===== config.mk =====
export PLATFORM = sky130hd
export DESIGN_NAME = iowt_controller
export DESIGN_NICKNAME = d
export VERILOG_FILES = /design/src/rtl/core/iowt_pkg.sv /design/src/rtl/core/iowt_controller.sv
export SDC_FILE = /design/constraint.sdc
export NUM_CORES = 1
export LEC_CHECK = 0
export ABC_AREA = 1
export BUFFER_PORTS_ARGS = -buffer_cell sky130_fd_sc_hd__buf_4
export CORE_AREA = 2 2 39 41
export CTS_CLUSTER_SIZE = 28
export DETAILED_ROUTE_END_ITERATION = 8
export DIE_AREA = 0 0 41 43
export GPL_ROUTABILITY_DRIVEN = 1
export SYNTH_ARGS = -nofsm -noshare
export SYNTH_HDL_FRONTEND = slang
export SYNTH_SLANG_ARGS = --single-unit

===== constraint.sdc =====
create_clock -name clock -period 0.98 [get_ports clock]
set_clock_uncertainty 0.1 [all_clocks]
set_input_delay 0.049 -clock clock [delete_from_list [all_inputs] [get_ports clock]]
set_output_delay 0.049 -clock clock [all_outputs]
set_load 0.01 [all_outputs]

===== src/rtl/core/iowt_pkg.sv =====
// ----------------------------------------------------------------------------
// iowt_pkg
// Shared constants and controller/datapath interface types for the in-order
// watermark tracker.
// ----------------------------------------------------------------------------
package iowt_pkg;

   // Field widths.
   localparam int SEQ_W = 64;
   localparam int WM_W  = 64;
   localparam int CNT_W = 7;
   localparam int ACT_W = 5;

   // Origin table and reorder window sizes.
   localparam int MAX_ORIGINS  = 16;
   localparam int ORIG_W       = $clog2(MAX_ORIGINS);
   localparam int WINDOW_DEPTH = 64;
   localparam int WIN_W        = $clog2(WINDOW_DEPTH);

   // Reset value of the active origin count.
   localparam logic [ACT_W-1:0] ACTIVE_RESET = ACT_W'(16);

   // Commands from the controller to the datapath.
   typedef struct packed {
      logic capture;   // latch an accepted item
      logic insert;    // window check and insert into the reorder window
      logic probe;     // read the window slot of the next sequence number
      logic apply;     // apply the probed entry to its origin
      logic scan;      // one step of the minimum walk
      logic emit;      // load the result register
   } dp_cmd_type;

   // Status from the datapath to the controller.
   typedef struct packed {
      logic next_valid;  // next sequence number is pending
      logic scan_last;   // minimum walk is at the last origin
   } dp_sts_type;

endpackage


===== src/rtl/core/iowt_controller.sv =====
// ----------------------------------------------------------------------------
// iowt_controller
// Sequences one item through insert, in-order drain, minimum walk and result
// hand-off, and owns both channel handshakes.
// ----------------------------------------------------------------------------
module iowt_controller (
   input  logic                  clock,
   input  logic                  reset,
   input  logic                  req_valid,
   output logic                  req_ready,
   output logic                  rsp_valid,
   input  logic                  rsp_ready,
   output iowt_pkg::dp_cmd_type  cmd,
   input  iowt_pkg::dp_sts_type  sts
);
   import iowt_pkg::*;

   localparam logic [2:0] ST_IDLE   = 3'd0;
   localparam logic [2:0] ST_INSERT = 3'd1;
   localparam logic [2:0] ST_PROBE  = 3'd2;
   localparam logic [2:0] ST_APPLY  = 3'd3;
   localparam logic [2:0] ST_SCAN   = 3'd4;
   localparam logic [2:0] ST_EMIT   = 3'd5;

   logic [2:0] state_ff;
   logic [2:0] state_in;
   logic       rsp_valid_ff;
   logic       rsp_valid_in;
   logic       out_free;

   // The result register can take a new result once the old one is gone.
   assign out_free  = !rsp_valid_ff || rsp_ready;
   assign req_ready = (state_ff == ST_IDLE);
   assign rsp_valid = rsp_valid_ff;

   // Next state and commands.
   always_comb begin
      state_in = state_ff;
      cmd      = '0;
      unique case (state_ff)
         ST_IDLE: begin
            if (req_valid) begin
               cmd.capture = 1'b1;
               state_in    = ST_INSERT;
            end
         end
         ST_INSERT: begin
            cmd.insert = 1'b1;
            state_in   = ST_PROBE;
         end
         ST_PROBE: begin
            cmd.probe = 1'b1;
            state_in  = sts.next_valid ? ST_APPLY : ST_SCAN;
         end
         ST_APPLY: begin
            cmd.apply = 1'b1;
            state_in  = ST_PROBE;
         end
         ST_SCAN: begin
            cmd.scan = 1'b1;
            if (sts.scan_last) begin
               state_in = ST_EMIT;
            end
         end
         ST_EMIT: begin
            if (out_free) begin
               cmd.emit = 1'b1;
               state_in = ST_IDLE;
            end
         end
         default: begin
            state_in = ST_IDLE;
         end
      endcase
   end

   // Result valid flag.
   always_comb begin
      if (cmd.emit) begin
         rsp_valid_in = 1'b1;
      end else if (rsp_ready) begin
         rsp_valid_in = 1'b0;
      end else begin
         rsp_valid_in = rsp_valid_ff;
      end
   end

   always_ff @(posedge clock) begin
      if (reset) begin
         state_ff     <= ST_IDLE;
         rsp_valid_ff <= 1'b0;
      end else begin
         state_ff     <= state_in;
         rsp_valid_ff <= rsp_valid_in;
      end
   end

endmodule


; After elaboration in Yosys (flattened, before gate mapping)
; Cells that the tools add are included.
[word_totals]
register_bits = 4
inputBits = 6
out_inout_bits = 8
wordCells = 31
[op_classes]
n_eq_ne = 8
muxes = 15
reduce_logical = 6
[ops]
columns = cell, count
row1 = 3-bit case mux with 5 select lines, 1
row2 = 3-bit two-way mux, 4
row3 = 1-bit two-way mux, 10
row4 = "3-bit by 2-bit == test with 1-bit output, second input constant", 2
row5 = "3-bit == test, second input constant", 2
row6 = "2-bit != test, second input constant", 3
row7 = "3-bit by 1-bit == test with 1-bit output, second input constant", 1
row8 = 3-bit zero test, 1
row9 = 3-bit AND reduction, 1
row10 = 2-bit nonzero test, 1
row11 = 2-bit OR reduction, 1
row12 = 1-bit zero test, 1
row13 = 1-bit logical OR, 1

; Depth between registers and ports, before layout
[depth]
ltp_word = 5
ltp_mapped = 8
ltp_nobuf = 7

; Worst setup path after synthesis
; No wires, ideal clock.
[synth_path]
path_kind = reg-to-reg
from = register rsp_valid_ff, in the netlist rsp_valid
to = register state_ff[0]
setup_time_ns = 0.113
arrival_time_ns = 0.891
t_required_ns = 0.767
path_slack_ns = -0.124
stages_incl_launch_ff = 8
n_path_buf = 0
period_less_slack_ns = 1.104
cell_sequence = dfxtp_1 -> inv_1 -> nor2_1 -> nand3_2 -> nand3_1 -> nand2_1 -> nand2_1 -> nor2_1
[synth_between]
elab_chain_cells = 4
[synth_rtl]
columns = element, line
row1 = start: declaration, iowt_controller.sv:27  ; logic rsp_valid_ff;
row2 = start signal: assignment, iowt_controller.sv:94  ; rsp_valid_ff <= rsp_valid_in;
row3 = 1-bit zero test, iowt_controller.sv:32  ; assign out_free = !rsp_valid_ff || rsp_ready;
row4 = 1-bit logical OR, iowt_controller.sv:32
row5 = 2-bit != test (no source line), n/a
row6 = 3-bit AND reduction (no source line), n/a
row7 = end signal: assignment, iowt_controller.sv:93  ; state_ff <= state_in;
row8 = end: declaration, iowt_controller.sv:25  ; logic [2:0] state_ff;
; No other way between the ends.
; A chain may end at the register's enable or synchronous reset.

==> results.txt <==
Crit path buf inv count -> 3
Worst Setup EP -> cmd[2]
DR iter-0 viols -> 0
Seq pwr share -> 23.8%
Worst setup margin -> -0.240 ns
H-Tree Level Count -> 1
Synth unique cells -> 18
Peak supply drop -> 0.811 mV
DRC errors left -> 0
Setup TNS -> -1.58 ns
Worst R2R End -> state_ff[0]
Post-DR vias/cell -> 4.04
Placed Instances -> 74
Final cycle utilization of the critical path -> 125%
Worst-margin pin slew -> 0.188 ns
First-pass GRT wire length -> 1.24 mm
Worst path top cell family by delay -> flip-flops
Cell taking the most area after synthesis -> dfxtp_1
Initial antenna violation count -> 0
Bufs on Longest Clock Path -> 2
Cell-internal power -> 0.596 mW
# IOs -> 14
Total GRT Usage -> 10.4%
Critical path data arrival time -> 1.07 ns
Synth Cell Area -> 265 um^2
WHS -> 0.0330 ns
Die width -> 41 um
CTS tree -> built
Max Slew Vio Count -> 0
Number of global-route vias before repair -> 330
Largest net degree at the start of global routing -> 6
Placer Congestion -> 0.710
Skew-Pair Late Insertion Delay -> 0.24 ns
Register area share after synthesis -> 30.2%
Crit-path cells -> buf_6, nand2_4, buf_6, nor2_4, buf_6
Setup-failing EPs final -> 10
Failing checks -> negative setup slack
Final hold viol count -> 0
Register Area -> 92.6 um^2
# diodes -> 0
Per-cell routed wire length -> 9.10 um
P per Cell Area -> 1440 nW/um^2
HP Start -> sts[1]
Critical Path Start Type -> flop
Mapped Avg Cell Area -> 6.63 um^2
Detailed Place HPWL -> 524 um
Comb power frac -> 51.8%
RR Startpoint -> state_ff[1]
Max-Cap Viols -> 0
Synth Instances -> 40
Drt pass-1 iters -> 1
Slowest-stage cell, CP -> dfxtp_4
Leading post-synthesis cells by cell area -> dfxtp_1 (30%), nor2_1 (9.9%), nor2_2 (9.4%), nand2_1 (8.5%), inv_1 (5.7%)
Leakage -> 0.285 nW
CTS clk-pin slew, worst paths -> 0.04 ns
Post-route cell area -> 633 um^2
Final instance count without filler cells -> 84
Area Growth Syn to Fin -> 139%
Clock network power share -> 24.4%
Hold path depth -> 3
Site Rows -> 14
Worst Setup SP -> state_ff[1]
Req. time, crit path -> 0.83 ns
RSZ-0062 raised after global routing -> true
Tmin final -> 1.22 ns
Effective utilization at floorplan -> 19.2%
Layout cell share with drive strength beyond 1 -> 77.9%
Die Height -> 43 um
Reg2Reg Depth -> 7
Fillers -> 130
Worst Hold Class -> in -> reg
CP max FO -> 5
P_sw -> 0.318 mW
Crit-path max cell delay -> 0.39 ns
IO Port Bufs -> 13
Num CTS Buffers -> 3
CP endpoint kind -> output port
Multi-input gate area -> 229 um^2
Die footprint -> 1760 um^2
Routed WL -> 764 um
Top-area cell type share of the netlist area -> 30.2%
Outcome -> complete, but fails checks
Fmax -> 0.820 GHz
Critical path's most frequent cell -> buf_6
WS Path Type -> reg -> out
Root Driver -> clkbuf_4
Total congestion overflow -> 0
#FFs+latches synth -> 4
Antenna-violating nets left -> 0
Post-synthesis net count -> 46
TritonCTS Sinks -> 4
Warnings, synthesis -> 0
Setup slack, reg-to-reg -> -0.17 ns
Core box area -> 1380 um^2
Slew HR -> 87.3%
WP depth -> 5
Final nets -> 75
Sw Share -> 34.8%
Vias -> 339
DP Area -> 458 um^2
-- logic make-up after synthesis --
| kind of cell | Yosys count | synth area share, % |
|---|---|---|
| simple gates | 25 | 46.7 |
| compound gates | 3 | 7.08 |
| buf+inv | 8 | 16.0 |
| flops | 4 | 30.2 |
-- cell type report --
cell class | count | share of cell area, %
tap | 16 | 3.16
clock buffer | 4 | 4.15
inverter | 6 | 4.74
multi-input combinational | 28 | 36.2
timing repair buffer | 26 | 37.2
sequential | 4 | 14.6
-- layer usage --
metal | GRT usage, % | wire length [um] | part of all wire, %
met2 | 15.3 | 425 | 56
met3 | 3.14 | 40 | 5.2
met5 | 0 | 0 | 0
met1 | 11.9 | 299 | 39
met4 | 8.00 | 0 | 0
-- timing repair --
item,in CTS,in global routing
pin swaps,5,6
hold buffers,1,0
endpoints found under the setup margin,10,11
setup buffers,4,1
resized for setup,14,12
hold endpoints to repair,4,0
-- flip-flops by register name, indices dropped and copies added, names as in the netlist --
name,cells
state_ff,3
rsp_valid,1
-- worst min-delay path by stage --
stage / endpoint / slack [ns]
4_1_cts: state_ff[1] / 0.01
5_1_grt: state_ff[2] / 0.03
3_5_place_dp: state_ff[2] / 0.13
3_3_place_gp: state_ff[2] / 0.13
6_report: state_ff[1] / 0.03
2_1_floorplan: state_ff[2] / 0.01
-- power by group through the flow --
stage	logic (mW)	registers (mW)	clock network [mW]
2_1_floorplan	0.165	0.217	0
3_3_place_gp	0.312	0.216	0
3_5_place_dp	0.315	0.216	0
4_1_cts	0.421	0.214	0.237
5_1_grt	0.518	0.220	0.259
6_report	0.473	0.217	0.223
-- layout by cell type, fill, tap and decap left out, types with 2 or more instances in the layout --
master     n
buf_4     15
buf_6     10
clkbuf_4   3
dfxtp_4    3
inv_1      2
inv_2      2
nand2_1    4
nand2_4    2
nand3_2    3
nor2_1     3
nor2_4     7
nor3_2     2
-- stage by stage --
stage | power [mW] | util (%) | worst slack, ns
after global placement | 0.528 | 33.1 | -0.0696
after detailed placement | 0.531 | 33.1 | -0.0698
after CTS | 0.872 | 41.6 | -0.252
after global routing | 0.997 | 45.8 | -0.303
final | 0.914 | 45.8 | -0.240
after floorplan | 0.382 | - | -0.0205
-- cell usage after synthesis --
| cell | number |
|---|---|
| inv_2 | 1 |
| o21a_1 | 1 |
| clkinv_2 | 1 |
| nand3_2 | 1 |
| buf_6 | 1 |
| nor4_1 | 1 |
| nand2_2 | 1 |
| inv_1 | 4 |
| nand2_1 | 6 |
| nor2_1 | 7 |
| nor2_2 | 4 |
| dfxtp_1 | 4 |
| nor3_1 | 2 |
| a21oi_1 | 1 |
| buf_4 | 1 |
| a31oi_1 | 1 |
| nand3b_1 | 1 |
| nand3_1 | 2 |
-- worst register-to-register path: cells and delay by family, from the launching register on --
kind	cells	cell delay (ns)
and+or+nand+nor	6	0.46
DFF	1	0.36
buffers and inverters	1	0.13
No activity file was read; power rests on OpenSTA's default activity.
